[config.mk]
export PLATFORM = sky130hd
export DESIGN_NAME = lru_byte_budget_cache_unit_flat
export DESIGN_NICKNAME = d
export VERILOG_FILES = /design/src/rtl/lbbc_pkg.sv /design/src/rtl/lbbc_if.sv /design/src/rtl/lbbc_cell.sv /design/src/rtl/lru_byte_budget_cache_unit.sv /design/src/flat_wrapper.sv
export SDC_FILE = /design/constraint.sdc
export NUM_CORES = 2
export LEC_CHECK = 0
export BUFFER_PORTS_ARGS = -buffer_cell sky130_fd_sc_hd__buf_2
export CORE_ASPECT_RATIO = 1.5
export CORE_MARGIN = 3
export CORE_UTILIZATION = 65
export CTS_CLUSTER_DIAMETER = 150
export CTS_CLUSTER_SIZE = 10
export DETAILED_ROUTE_END_ITERATION = 16
export PLACE_DENSITY = 0.83
export REMOVE_ABC_BUFFERS = 1
export SYNTH_ARGS = -nofsm -noshare
export SYNTH_HDL_FRONTEND = slang
export SYNTH_HIERARCHICAL = 1
export SYNTH_SLANG_ARGS = --single-unit
[constraint.sdc]
create_clock -name clock -period 33.7 [get_ports clock]
set_input_delay 3.37 -clock clock [delete_from_list [all_inputs] [get_ports clock]]
set_output_delay 3.37 -clock clock [all_outputs]
set_load 0.1 [all_outputs]
[src/rtl/lbbc_pkg.sv]
// ----------------------------------------------------------------------------
// lbbc_pkg: shared types and constants of the byte-budget LRU cache
// Command codes, result status codes, sequencer states and the row-control
// struct that the sequencer broadcasts to every cell of the table.
// ----------------------------------------------------------------------------
package lbbc_pkg;

   localparam int CMD_BITS   = 3;
   localparam int SIZE_BITS  = 25;
   localparam int SLOT_BITS  = 4;
   localparam int CNT_BITS   = 5;
   localparam int STAT_BITS  = 32;
   localparam int KEY_PORT   = 64;

   localparam logic [CMD_BITS-1:0] CMD_LOOKUP = 3'd0;
   localparam logic [CMD_BITS-1:0] CMD_INSERT = 3'd1;
   localparam logic [CMD_BITS-1:0] CMD_INVAL  = 3'd2;
   localparam logic [CMD_BITS-1:0] CMD_CLEAR  = 3'd3;
   localparam logic [CMD_BITS-1:0] CMD_STATS  = 3'd4;
   // unassigned codes, answered like a statistics read
   localparam logic [CMD_BITS-1:0] CMD_SPARE5 = 3'd5;
   localparam logic [CMD_BITS-1:0] CMD_SPARE7 = 3'd7;

   localparam logic [1:0] STATUS_OK    = 2'd0;
   localparam logic [1:0] STATUS_ZERO  = 2'd1;
   localparam logic [1:0] STATUS_LARGE = 2'd2;

   localparam logic [SIZE_BITS-1:0] CAP_RESET = 25'd65536;

   typedef enum logic [2:0] {
      ST_IDLE,
      ST_MATCH,
      ST_EVICT,
      ST_PLACE,
      ST_FINAL,
      ST_WAIT
   } state_type;

   // Row operation broadcast to all cells.
   typedef enum logic [2:0] {
      ROW_NONE,
      ROW_TOUCH,
      ROW_REMOVE,
      ROW_WRITE
   } row_op_type;

   typedef struct packed {
      row_op_type op;
      logic [5:0] sel;     // target cell index
      logic [5:0] rank;    // rank of target before the operation
   } row_ctl_type;

endpackage

[src/rtl/lbbc_if.sv]
// ----------------------------------------------------------------------------
// lbbc_req_if / lbbc_rsp_if: request and response channels
// Valid/ready handshake carrying one request or one response.
// ----------------------------------------------------------------------------
interface lbbc_req_if;
   logic        valid;
   logic        ready;
   logic [2:0]  command;
   logic [63:0] key;
   logic [24:0] entry_size;
   modport source (output valid, command, key, entry_size, input ready);
   modport sink   (input valid, command, key, entry_size, output ready);
endinterface

interface lbbc_rsp_if;
   logic        valid;
   logic        ready;
   logic        kind;
   logic [63:0] out_key;
   logic [24:0] entry_bytes;
   logic [3:0]  slot;
   logic        found;
   logic [1:0]  status;
   logic [31:0] hit_count;
   logic [31:0] miss_count;
   logic [24:0] used_bytes;
   logic [4:0]  entry_count;
   logic        last;
   modport source (output valid, kind, out_key, entry_bytes, slot, found, status,
                   hit_count, miss_count, used_bytes, entry_count, last,
                   input ready);
   modport sink   (input valid, kind, out_key, entry_bytes, slot, found, status,
                   hit_count, miss_count, used_bytes, entry_count, last,
                   output ready);
endinterface

[src/rtl/lbbc_cell.sv]
// ----------------------------------------------------------------------------
// lbbc_cell: one table slot
// Holds key, size, valid and recency rank; compares its key and rank with
// the broadcast probe and applies the row operation. The top level picks
// the lowest-numbered cell among those that match.
// ----------------------------------------------------------------------------
module lbbc_cell
   import lbbc_pkg::*;
#(
   parameter int KEY_BITS = 64,
   parameter int IDX      = 0
) (
   input  logic                clock,
   input  logic                reset,
   input  row_ctl_type         ctl,
   input  logic [KEY_BITS-1:0] wr_key,
   input  logic [SIZE_BITS-1:0] wr_size,
   input  logic [KEY_BITS-1:0] probe_key,
   input  logic [5:0]          probe_rank,
   input  logic                clear_all,
   output logic                key_hit,
   output logic                rank_hit,
   output logic                valid,
   output logic [KEY_BITS-1:0] key_q,
   output logic [SIZE_BITS-1:0] size_q,
   output logic [5:0]          rank_q
);

   logic [KEY_BITS-1:0]  key_ff;
   logic [SIZE_BITS-1:0] size_ff;
   logic [5:0]           rank_ff, rank_in;
   logic                 valid_ff, valid_in;
   logic                 me;

   assign me = (ctl.sel == 6'(IDX));

   always_comb begin
      rank_in  = rank_ff;
      valid_in = valid_ff;
      case (ctl.op)
         ROW_TOUCH: begin
            if (me) rank_in = '0;
            else if (valid_ff && rank_ff < ctl.rank) rank_in = rank_ff + 6'd1;
         end
         ROW_REMOVE: begin
            if (me) valid_in = 1'b0;
            else if (valid_ff && rank_ff > ctl.rank) rank_in = rank_ff - 6'd1;
         end
         ROW_WRITE: begin
            if (me) begin
               valid_in = 1'b1;
               rank_in  = '0;
            end else if (valid_ff) rank_in = rank_ff + 6'd1;
         end
         default: ;
      endcase
      if (clear_all) valid_in = 1'b0;
   end

   always_ff @(posedge clock) begin
      if (reset) begin
         valid_ff <= 1'b0;
         rank_ff  <= '0;
      end else begin
         valid_ff <= valid_in;
         rank_ff  <= rank_in;
      end
      if (ctl.op == ROW_WRITE && me) begin
         key_ff  <= wr_key;
         size_ff <= wr_size;
      end
   end

   assign key_hit  = valid_ff && key_ff == probe_key;
   assign rank_hit = valid_ff && rank_ff == probe_rank;
   assign valid    = valid_ff;
   assign key_q    = key_ff;
   assign size_q   = size_ff;
   assign rank_q   = rank_ff;

endmodule

[src/rtl/lru_byte_budget_cache_unit.sv]
// ----------------------------------------------------------------------------
// lru_byte_budget_cache_unit: LRU cache table with a byte budget
// A row of slot cells is probed by key or by rank; a sequencer issues one
// row operation per cycle unless stalled, and emits one response per removed entry.
// ----------------------------------------------------------------------------
//  channel | dir | handshake     | payload
//  req     | in  | valid/ready   | command, key, entry_size
//  rsp     | out | valid/ready   | kind, out_key, entry_bytes, slot, found, ...
//  csr     | in  | write enable  | byte budget
//
//  A request is matched in the cycle after acceptance. The final response is
//  registered in the final state, reached straight from the match for lookup,
//  statistics and rejected inserts, through the evict state for invalidate
//  and clear, and through the evict and place states for insert. The next
//  request is taken once the final response is delivered and the sequencer is
//  idle again. The remover retires one entry per cycle unless rsp stalls.
//  Reset clears all valid bits and counters and sets the capacity to 65536.
//  A stalled response holds the sequencer in place.
// ----------------------------------------------------------------------------
module lru_byte_budget_cache_unit
   import lbbc_pkg::*;
#(
   parameter int ENTRIES  = 16,
   parameter int KEY_BITS = 64
) (
   input  logic                 clock,
   input  logic                 reset,
   lbbc_req_if.sink             req,
   lbbc_rsp_if.source           rsp,
   input  logic                 csr_we,
   input  logic [SIZE_BITS-1:0] csr_wdata
);

   localparam int IW = (ENTRIES > 1) ? $clog2(ENTRIES) : 1;

   state_type state_ff, state_in;
   logic [SIZE_BITS-1:0] cap_ff;
   logic [CMD_BITS-1:0]  cmd_ff;
   logic [KEY_BITS-1:0]  key_ff;
   logic [SIZE_BITS-1:0] size_ff;
   logic [STAT_BITS-1:0] hits_ff, hits_in, miss_ff, miss_in;
   logic [SIZE_BITS-1:0] used_ff, used_in;
   logic [6:0]           cnt_ff, cnt_in;
   logic                 dup_done_ff, dup_done_in;
   logic                 found_ff, found_in;
   logic [SLOT_BITS-1:0] fslot_ff, fslot_in;
   logic [SIZE_BITS-1:0] fsize_ff, fsize_in;
   logic                 full_done_ff, full_done_in;

   // response register
   logic                 rv_ff, rv_in;
   logic                 rkind_ff, rkind_in, rfound_ff, rfound_in, rlast_ff, rlast_in;
   logic [KEY_PORT-1:0]  rkey_ff, rkey_in;
   logic [SIZE_BITS-1:0] rsize_ff, rsize_in;
   logic [SLOT_BITS-1:0] rslot_ff, rslot_in;
   logic [1:0]           rstat_ff, rstat_in;

   row_ctl_type          ctl;
   logic                 clear_all;
   logic [5:0]           probe_rank;
   logic [ENTRIES-1:0]   khit, rhit, vld;
   logic [KEY_BITS-1:0]  ckey  [ENTRIES];
   logic [SIZE_BITS-1:0] csize [ENTRIES];
   logic [5:0]           crank [ENTRIES];

   genvar g;
   generate
      for (g = 0; g < ENTRIES; g++) begin : g_cell
         lbbc_cell #(.KEY_BITS(KEY_BITS), .IDX(g)) u_cell (
            .clock, .reset, .ctl,
            .wr_key(key_ff), .wr_size(size_ff),
            .probe_key(key_ff), .probe_rank,
            .clear_all,
            .key_hit(khit[g]), .rank_hit(rhit[g]), .valid(vld[g]),
            .key_q(ckey[g]), .size_q(csize[g]), .rank_q(crank[g])
         );
      end
   endgenerate

   // priority encoders over the row
   logic [IW-1:0] kidx, ridx, fidx;
   logic          kany, rany, fany;
   always_comb begin
      kidx = '0; ridx = '0; fidx = '0;
      kany = 1'b0; rany = 1'b0; fany = 1'b0;
      for (int i = ENTRIES - 1; i >= 0; i--) begin
         if (khit[i]) begin kidx = IW'(i); kany = 1'b1; end
         if (rhit[i]) begin ridx = IW'(i); rany = 1'b1; end
         if (!vld[i]) begin fidx = IW'(i); fany = 1'b1; end
      end
   end

   logic [SIZE_BITS:0] need;
   assign need = {1'b0, used_ff} + {1'b0, size_ff};

   // clear walks from most recent, evictions from least recent
   assign probe_rank = (cmd_ff == CMD_CLEAR) ? 6'd0 : 6'(cnt_ff - 7'd1);

   always_comb begin
      state_in     = state_ff;
      hits_in      = hits_ff;
      miss_in      = miss_ff;
      used_in      = used_ff;
      cnt_in       = cnt_ff;
      dup_done_in  = dup_done_ff;
      full_done_in = full_done_ff;
      found_in     = found_ff;
      fslot_in     = fslot_ff;
      fsize_in     = fsize_ff;
      rv_in        = rv_ff && !rsp.ready;
      rkind_in = rkind_ff; rfound_in = rfound_ff; rlast_in = rlast_ff;
      rkey_in  = rkey_ff;  rsize_in  = rsize_ff;  rslot_in = rslot_ff;
      rstat_in = rstat_ff;
      ctl       = '{op: ROW_NONE, sel: '0, rank: '0};
      clear_all = 1'b0;
      req.ready = 1'b0;

      case (state_ff)
         ST_IDLE: begin
            req.ready = !rv_ff;
            if (req.valid && !rv_ff) begin
               state_in = ST_MATCH;
               dup_done_in = 1'b0;
               full_done_in = 1'b0;
               found_in = 1'b0;
               fslot_in = '0;
               fsize_in = '0;
            end
         end
         ST_MATCH: begin
            case (cmd_ff)
               CMD_LOOKUP: begin
                  if (kany) begin
                     ctl = '{op: ROW_TOUCH, sel: 6'(kidx), rank: crank[kidx]};
                     hits_in = hits_ff + STAT_BITS'(1);
                     found_in = 1'b1;
                     fslot_in = SLOT_BITS'(kidx);
                     fsize_in = csize[kidx];
                  end else miss_in = miss_ff + STAT_BITS'(1);
                  state_in = ST_FINAL;
               end
               CMD_INSERT: begin
                  if (size_ff == '0 || size_ff > cap_ff) state_in = ST_FINAL;
                  else state_in = ST_EVICT;
               end
               CMD_INVAL, CMD_CLEAR: state_in = ST_EVICT;
               default: state_in = ST_FINAL;
            endcase
         end
         ST_EVICT: begin
            if (!rv_ff || rsp.ready) begin
               logic          go;
               logic [IW-1:0] vic;
               go  = 1'b0;
               vic = ridx;
               case (cmd_ff)
                  CMD_INVAL: begin
                     if (kany) begin go = 1'b1; vic = kidx; found_in = 1'b1; end
                     state_in = ST_FINAL;
                  end
                  CMD_CLEAR: begin
                     if (cnt_ff != '0 && rany) go = 1'b1;
                     else state_in = ST_FINAL;
                  end
                  default: begin
                     if (!dup_done_ff) begin
                        dup_done_in = 1'b1;
                        if (kany) begin go = 1'b1; vic = kidx; end
                     end else if (cnt_ff != '0 && need > {1'b0, cap_ff} && rany) begin
                        go = 1'b1;
                     end else if (!full_done_ff && cnt_ff >= 7'(ENTRIES)) begin
                        full_done_in = 1'b1;
                        go = rany;
                     end else state_in = ST_PLACE;
                  end
               endcase
               if (go) begin
                  ctl = '{op: ROW_REMOVE, sel: 6'(vic), rank: crank[vic]};
                  used_in  = used_ff - csize[vic];
                  cnt_in   = cnt_ff - 7'd1;
                  rv_in    = 1'b1;
                  rkind_in = 1'b1;
                  rkey_in  = KEY_PORT'(ckey[vic]);
                  rsize_in = csize[vic];
                  rslot_in = SLOT_BITS'(vic);
                  rfound_in = 1'b0;
                  rstat_in = STATUS_OK;
                  rlast_in = 1'b0;
               end
            end
         end
         ST_PLACE: begin
            if (fany) begin
               ctl = '{op: ROW_WRITE, sel: 6'(fidx), rank: '0};
               used_in  = used_ff + size_ff;
               cnt_in   = cnt_ff + 7'd1;
               fslot_in = SLOT_BITS'(fidx);
            end
            state_in = ST_FINAL;
         end
         ST_FINAL: begin
            if (!rv_ff || rsp.ready) begin
               rv_in    = 1'b1;
               rkind_in = 1'b0;
               rkey_in  = KEY_PORT'(key_ff);
               rsize_in = fsize_ff;
               rslot_in = (cmd_ff == CMD_LOOKUP || cmd_ff == CMD_INSERT) ? fslot_ff : '0;
               rfound_in = found_ff;
               rstat_in = STATUS_OK;
               if (cmd_ff == CMD_INSERT && size_ff == '0) rstat_in = STATUS_ZERO;
               else if (cmd_ff == CMD_INSERT && size_ff > cap_ff) rstat_in = STATUS_LARGE;
               rlast_in = 1'b1;
               state_in = ST_WAIT;
            end
         end
         ST_WAIT: begin
            if (!rv_ff || rsp.ready) state_in = ST_IDLE;
         end
         default: state_in = ST_IDLE;
      endcase
   end

   always_ff @(posedge clock) begin
      if (reset) begin
         state_ff <= ST_IDLE;
         cap_ff   <= CAP_RESET;
         hits_ff  <= '0;
         miss_ff  <= '0;
         used_ff  <= '0;
         cnt_ff   <= '0;
         rv_ff    <= 1'b0;
      end else begin
         state_ff <= state_in;
         if (csr_we) cap_ff <= csr_wdata;
         hits_ff  <= hits_in;
         miss_ff  <= miss_in;
         used_ff  <= used_in;
         cnt_ff   <= cnt_in;
         rv_ff    <= rv_in;
      end
      dup_done_ff  <= dup_done_in;
      full_done_ff <= full_done_in;
      found_ff <= found_in;
      fslot_ff <= fslot_in;
      fsize_ff <= fsize_in;
      rkind_ff <= rkind_in; rfound_ff <= rfound_in; rlast_ff <= rlast_in;
      rkey_ff  <= rkey_in;  rsize_ff  <= rsize_in;  rslot_ff <= rslot_in;
      rstat_ff <= rstat_in;
      if (req.valid && req.ready) begin
         cmd_ff  <= req.command;
         key_ff  <= req.key[KEY_BITS-1:0];
         size_ff <= req.entry_size;
      end
   end

   // response counters report state after the step, so shadow them
   logic [STAT_BITS-1:0] ohits_ff, omiss_ff;
   logic [SIZE_BITS-1:0] oused_ff;
   logic [CNT_BITS-1:0]  ocnt_ff;
   always_ff @(posedge clock) begin
      if (rv_in && !(rv_ff && !rsp.ready)) begin
         ohits_ff <= hits_in;
         omiss_ff <= miss_in;
         oused_ff <= used_in;
         ocnt_ff  <= CNT_BITS'(cnt_in);
      end
   end

   assign rsp.valid       = rv_ff;
   assign rsp.kind        = rkind_ff;
   assign rsp.out_key     = rkey_ff;
   assign rsp.entry_bytes = rsize_ff;
   assign rsp.slot        = rslot_ff;
   assign rsp.found       = rfound_ff;
   assign rsp.status      = rstat_ff;
   assign rsp.hit_count   = ohits_ff;
   assign rsp.miss_count  = omiss_ff;
   assign rsp.used_bytes  = oused_ff;
   assign rsp.entry_count = ocnt_ff;
   assign rsp.last        = rlast_ff;

`ifndef SYNTH
   a_cnt_bound: assert property (@(posedge clock) disable iff (reset)
      cnt_ff <= 7'(ENTRIES)) else $error("entry count above table size");
   a_cnt_match: assert property (@(posedge clock) disable iff (reset)
      cnt_ff == 7'($countones(vld))) else $error("entry count drift");
   a_no_take_busy: assert property (@(posedge clock) disable iff (reset)
      req.ready |-> state_ff == ST_IDLE && !rv_ff) else $error("request taken while busy");
   a_rsp_hold: assert property (@(posedge clock) disable iff (reset)
      rv_ff && !rsp.ready |=> rv_ff && $stable(rkey_ff)) else $error("stalled response lost");
`endif

endmodule

[src/flat_wrapper.sv]
// flat-port wrapper written by rule: the top's interface ports become plain ports
module lru_byte_budget_cache_unit_flat import lbbc_pkg::*;
#(
   parameter int ENTRIES  = 16,
   parameter int KEY_BITS = 64
)
  (clock, reset, csr_we, csr_wdata, req_valid, req_command, req_key, req_entry_size, req_ready, rsp_valid, rsp_kind, rsp_out_key, rsp_entry_bytes, rsp_slot, rsp_found, rsp_status, rsp_hit_count, rsp_miss_count, rsp_used_bytes, rsp_entry_count, rsp_last, rsp_ready);
  lbbc_req_if req_i ();
  lbbc_rsp_if rsp_i ();
  input  logic clock;
  input  logic reset;
  input  logic csr_we;
  input  logic [SIZE_BITS-1:0] csr_wdata;
  input wire logic [$bits(req_i.valid)-1:0] req_valid;
  input wire logic [$bits(req_i.command)-1:0] req_command;
  input wire logic [$bits(req_i.key)-1:0] req_key;
  input wire logic [$bits(req_i.entry_size)-1:0] req_entry_size;
  output wire logic [$bits(req_i.ready)-1:0] req_ready;
  output wire logic [$bits(rsp_i.valid)-1:0] rsp_valid;
  output wire logic [$bits(rsp_i.kind)-1:0] rsp_kind;
  output wire logic [$bits(rsp_i.out_key)-1:0] rsp_out_key;
  output wire logic [$bits(rsp_i.entry_bytes)-1:0] rsp_entry_bytes;
  output wire logic [$bits(rsp_i.slot)-1:0] rsp_slot;
  output wire logic [$bits(rsp_i.found)-1:0] rsp_found;
  output wire logic [$bits(rsp_i.status)-1:0] rsp_status;
  output wire logic [$bits(rsp_i.hit_count)-1:0] rsp_hit_count;
  output wire logic [$bits(rsp_i.miss_count)-1:0] rsp_miss_count;
  output wire logic [$bits(rsp_i.used_bytes)-1:0] rsp_used_bytes;
  output wire logic [$bits(rsp_i.entry_count)-1:0] rsp_entry_count;
  output wire logic [$bits(rsp_i.last)-1:0] rsp_last;
  input wire logic [$bits(rsp_i.ready)-1:0] rsp_ready;
  assign req_i.valid = req_valid;
  assign req_i.command = req_command;
  assign req_i.key = req_key;
  assign req_i.entry_size = req_entry_size;
  assign req_ready = req_i.ready;
  assign rsp_valid = rsp_i.valid;
  assign rsp_kind = rsp_i.kind;
  assign rsp_out_key = rsp_i.out_key;
  assign rsp_entry_bytes = rsp_i.entry_bytes;
  assign rsp_slot = rsp_i.slot;
  assign rsp_found = rsp_i.found;
  assign rsp_status = rsp_i.status;
  assign rsp_hit_count = rsp_i.hit_count;
  assign rsp_miss_count = rsp_i.miss_count;
  assign rsp_used_bytes = rsp_i.used_bytes;
  assign rsp_entry_count = rsp_i.entry_count;
  assign rsp_last = rsp_i.last;
  assign rsp_i.ready = rsp_ready;
  lru_byte_budget_cache_unit #(.ENTRIES(ENTRIES), .KEY_BITS(KEY_BITS)) u_core (.clock(clock), .reset(reset), .req(req_i), .rsp(rsp_i), .csr_we(csr_we), .csr_wdata(csr_wdata));
endmodule
==> impl_metrics.toml <==
[floorplan]
dieArea_sq_um = 172000
io_pins = 316
start_util_pct = 65.7
die_y_microns = 506
coreArea_sq_um = 165000
die_w_microns = 339
fp-row-count = 182

[timing]
skew_ns = 0.0730
final.min_clock_period_ns = 11.18
finalHoldViolCount = 0
fmax_ghz = 0.0894
fin_crit_sh_pct = 33.2
setup-tns-final_ns = 0
slew-limit-headroom_pct = 0.778
worst_pin_slew_ns = 1.47
setup_viol = 0
slew_viol_final = 0
rsz0062_at_grt = "no"

[final_layout]
final_nets = 11200
stdcell_area_sq_um = 119000
area.growth.synth_to_final_pct = 9.78
layout.cells.non_filler = 13100
layout-drive-gt1-share_pct = 9.12

[global_route]
grt-ovfl-total = 0
track_usage_pct = 43.6
grt_pass1_wl_mm = 563
grt_pass1_vias = 89200
antenna_found_initial = 22
grt_max_degree = 210

[drt]
via_per_inst = 7.02
drt_iter0_drc = 14100
vias = 92100
drt-pass1-iter-count = 10
final_antenna_net_count = 0
wl_mm = 386
drc = 0
routedWlPerCell_microns = 29.4

[worst_setup_path]
cpMostUsedCell = "buf_4"
cp.arrival_ns = 11.82
endpoint_kind = "flip-flop"
start_kind = "flip-flop"
worstSetupPathType = "flip-flop to flip-flop"
crit_fanout = 81
required_ns = 34.33
cp_slowest_cell = "edfxtp_1"
slowest_delay_ns = 1.16

[flow_run]
cap_viol_max_count = 1

[logic_synthesis]
synth_commonest_cells = "nand2_1 (1948), edfxtp_1 (1740), nand3_1 (753)"
synth.yosys.warnings = 6
ys_seq_area_share_pct = 52.6
synth_cell_types = 113
syn-cell-area_sq_um = 108000
synth_top_area_share_pct = 48.2
synthesis.instances = 10500
synth_edf_count = 1740
synthArstFlopShare_pct = 0
ys_seq_elements = 1977
synth_flop_cell = "edfxtp_1"
synth_area_leader_cell = "edfxtp_1"
synth.area.top_cells = "edfxtp_1 (48%), nand2_1 (6.8%), xnor2_1 (4.6%)"
syn_avg_cell_area_sq_um = 10.3
synth.most_common_cell = "nand2_1"

[place]
placed_cell_area_sq_um = 113000
dp_hpwl_mm = 246
io_buffer_count = 315
dpl.cell_count = 12800
place_congestion = 1.06

[clocking]
clock_path_buffers = 3
post-cts-setup-buffer-count = 0
cts_resized = 0
h-tree-depth = 4
numCtsBuffers = 215
clk_pin_slew_ns = 0.06
clk_latency_ns = 0.89
root_buffer = "clkbuf_16"
cts_sinks = 1977
cts_tree = "done"
cts_hold_buffers = 0

[power_and_ir_drop]
netSwitchingPower_uw = 3110
p_comb_share_pct = 34.3
swShare_pct = 39.0
power_density_nw_per_um2 = 67.2
seq_power_share_pct = 39.4
ir_worst_vdd_mv = 0.0721
total_power_uw = 7990
p_leak_uw = 0.0427
intPower_uw = 4880
clkPwrFrac_pct = 26.3

[hold_path]
min_path_type = "flip-flop to flip-flop"

[run_status]
status = "complete, but fails checks"
violations = "max-capacitance violations"
## worst max-delay path, delay by kind of cell, from the launching register on
kind                       cells  cell delay, ns
and+or+nand+nor               12            4.10
AOI/OAI and AO/OA             10            2.63
buffers and inverters          3            2.11
DFF                            1            1.16
adders and majority gates      1            0.36
muxes                          1            0.28
xor gates and xnor gates       1            0.15
## power groups by stage
stage	sequential (uW)	combinational (uW)	clock, uW
after global routing	3160	2850	2200
after detailed placement	3190	2640	0
final	3150	2740	2100
after CTS	3140	2660	2110
after floorplan	3880	1260	0
after global placement	3180	2600	0
## worst paths after layout
| path | startpoint | depth (start not counted) | end | slack (ns) |
|---|---|---|---|---|
| hold reg to reg | u_core/key_ff[28] | 0 | u_core/g_cell[9].u_cell/key_q[28] | 0.47 |
| setup reg to reg | u_core/key_ff[26] | 28 | u_core/rsp.used_bytes[24] | 22.52 |
| setup / recovery | u_core/key_ff[26] | 28 | u_core/rsp.used_bytes[24] | 22.52 |
| hold / removal | u_core/key_ff[28] | 0 | u_core/g_cell[9].u_cell/key_q[28] | 0.47 |
## metal layers
layer  global-route usage [%]  part of all wire (%)
met5                        0                 0.027
met4                     36.7                    10
met3                     9.05                    12
met2                     67.9                    45
met1                     52.3                    33
## final cells by class
cell class / count / area (sq um)
Multi-Input combinational cell: 7614 / 48100
Clock inverter: 12 / 244
Antenna cell: 7 / 17.5
Inverter: 511 / 1920
Timing Repair Buffer: 520 / 3190
Sequential cell: 1977 / 57000
Tap cell: 2208 / 2760
Fill cell: 11500 / 46000
Clock buffer: 272 / 5660
## state kept, by name (all words and copies together), names as in the netlist, 4 cells and up
signal	flops
u_core/g_cell.u_cell/size_q	400
u_core/rsp.hit_count	32
u_core/cnt_ff	7
u_core/rsp.entry_bytes	25
u_core/size_ff	25
u_core/cap_ff	25
u_core/rsp.miss_count	32
u_core/g_cell.u_cell/key_q	1024
u_core/g_cell.u_cell/valid	16
u_core/g_cell.u_cell/rank_q	96
u_core/rsp.out_key	64
u_core/rsp.slot	4
u_core/fsize_ff	25
u_core/key_ff	64
u_core/used_ff	25
u_core/miss_ff	32
u_core/rsp.used_bytes	25
u_core/rsp.entry_count	5
u_core/fslot_ff	4
u_core/hits_ff	32
## cells in the final DEF (no fill, tap or decap), types with 150 or more instances in the layout
cell,netlist,routed
nand2_1,1948,1946
nor2_1,282,274
o21ai_0,152,150
nand4_1,225,225
buf_2,22,316
clkbuf_16,0,218
edfxtp_1,1740,1740
nor3_1,186,185
xnor2_1,563,563
dfxtp_1,237,237
and3_1,329,313
nand3_1,753,752
a21oi_1,315,311
xor2_1,378,378
inv_1,504,501
a311oi_1,163,163
buf_4,2,197
ha_1,226,226
## kinds of logic (layout without fill, tap and decap cells)
group,after synthesis,count (layout),share of synthesized area (%)
AO/OA/AOI/OAI,1869,1869,12.9
XOR/XNOR,941,941,7.61
adder cells (fa/ha/maj),228,228,2.65
buffers and inverters,1064,1315,3.81
flip-flops,1977,1977,52.6
multiplexers,104,104,0.974
other,1,139,0.00346
AND/OR/NAND/NOR,4340,4340,19.4
## stage by stage
stage | hold WS (ns) | util (%) | worst slack [ns]
3_3_place_gp | 0.442 | 68.5 | 23.13
2_1_floorplan | 0.460 | - | 8.59
3_5_place_dp | 0.448 | 68.5 | 22.92
4_1_cts | 0.464 | 72.1 | 22.95
5_1_grt | 0.482 | 72.1 | 22.13
6_report | 0.468 | 72.1 | 22.52
(Power assumes the default switching activity.)
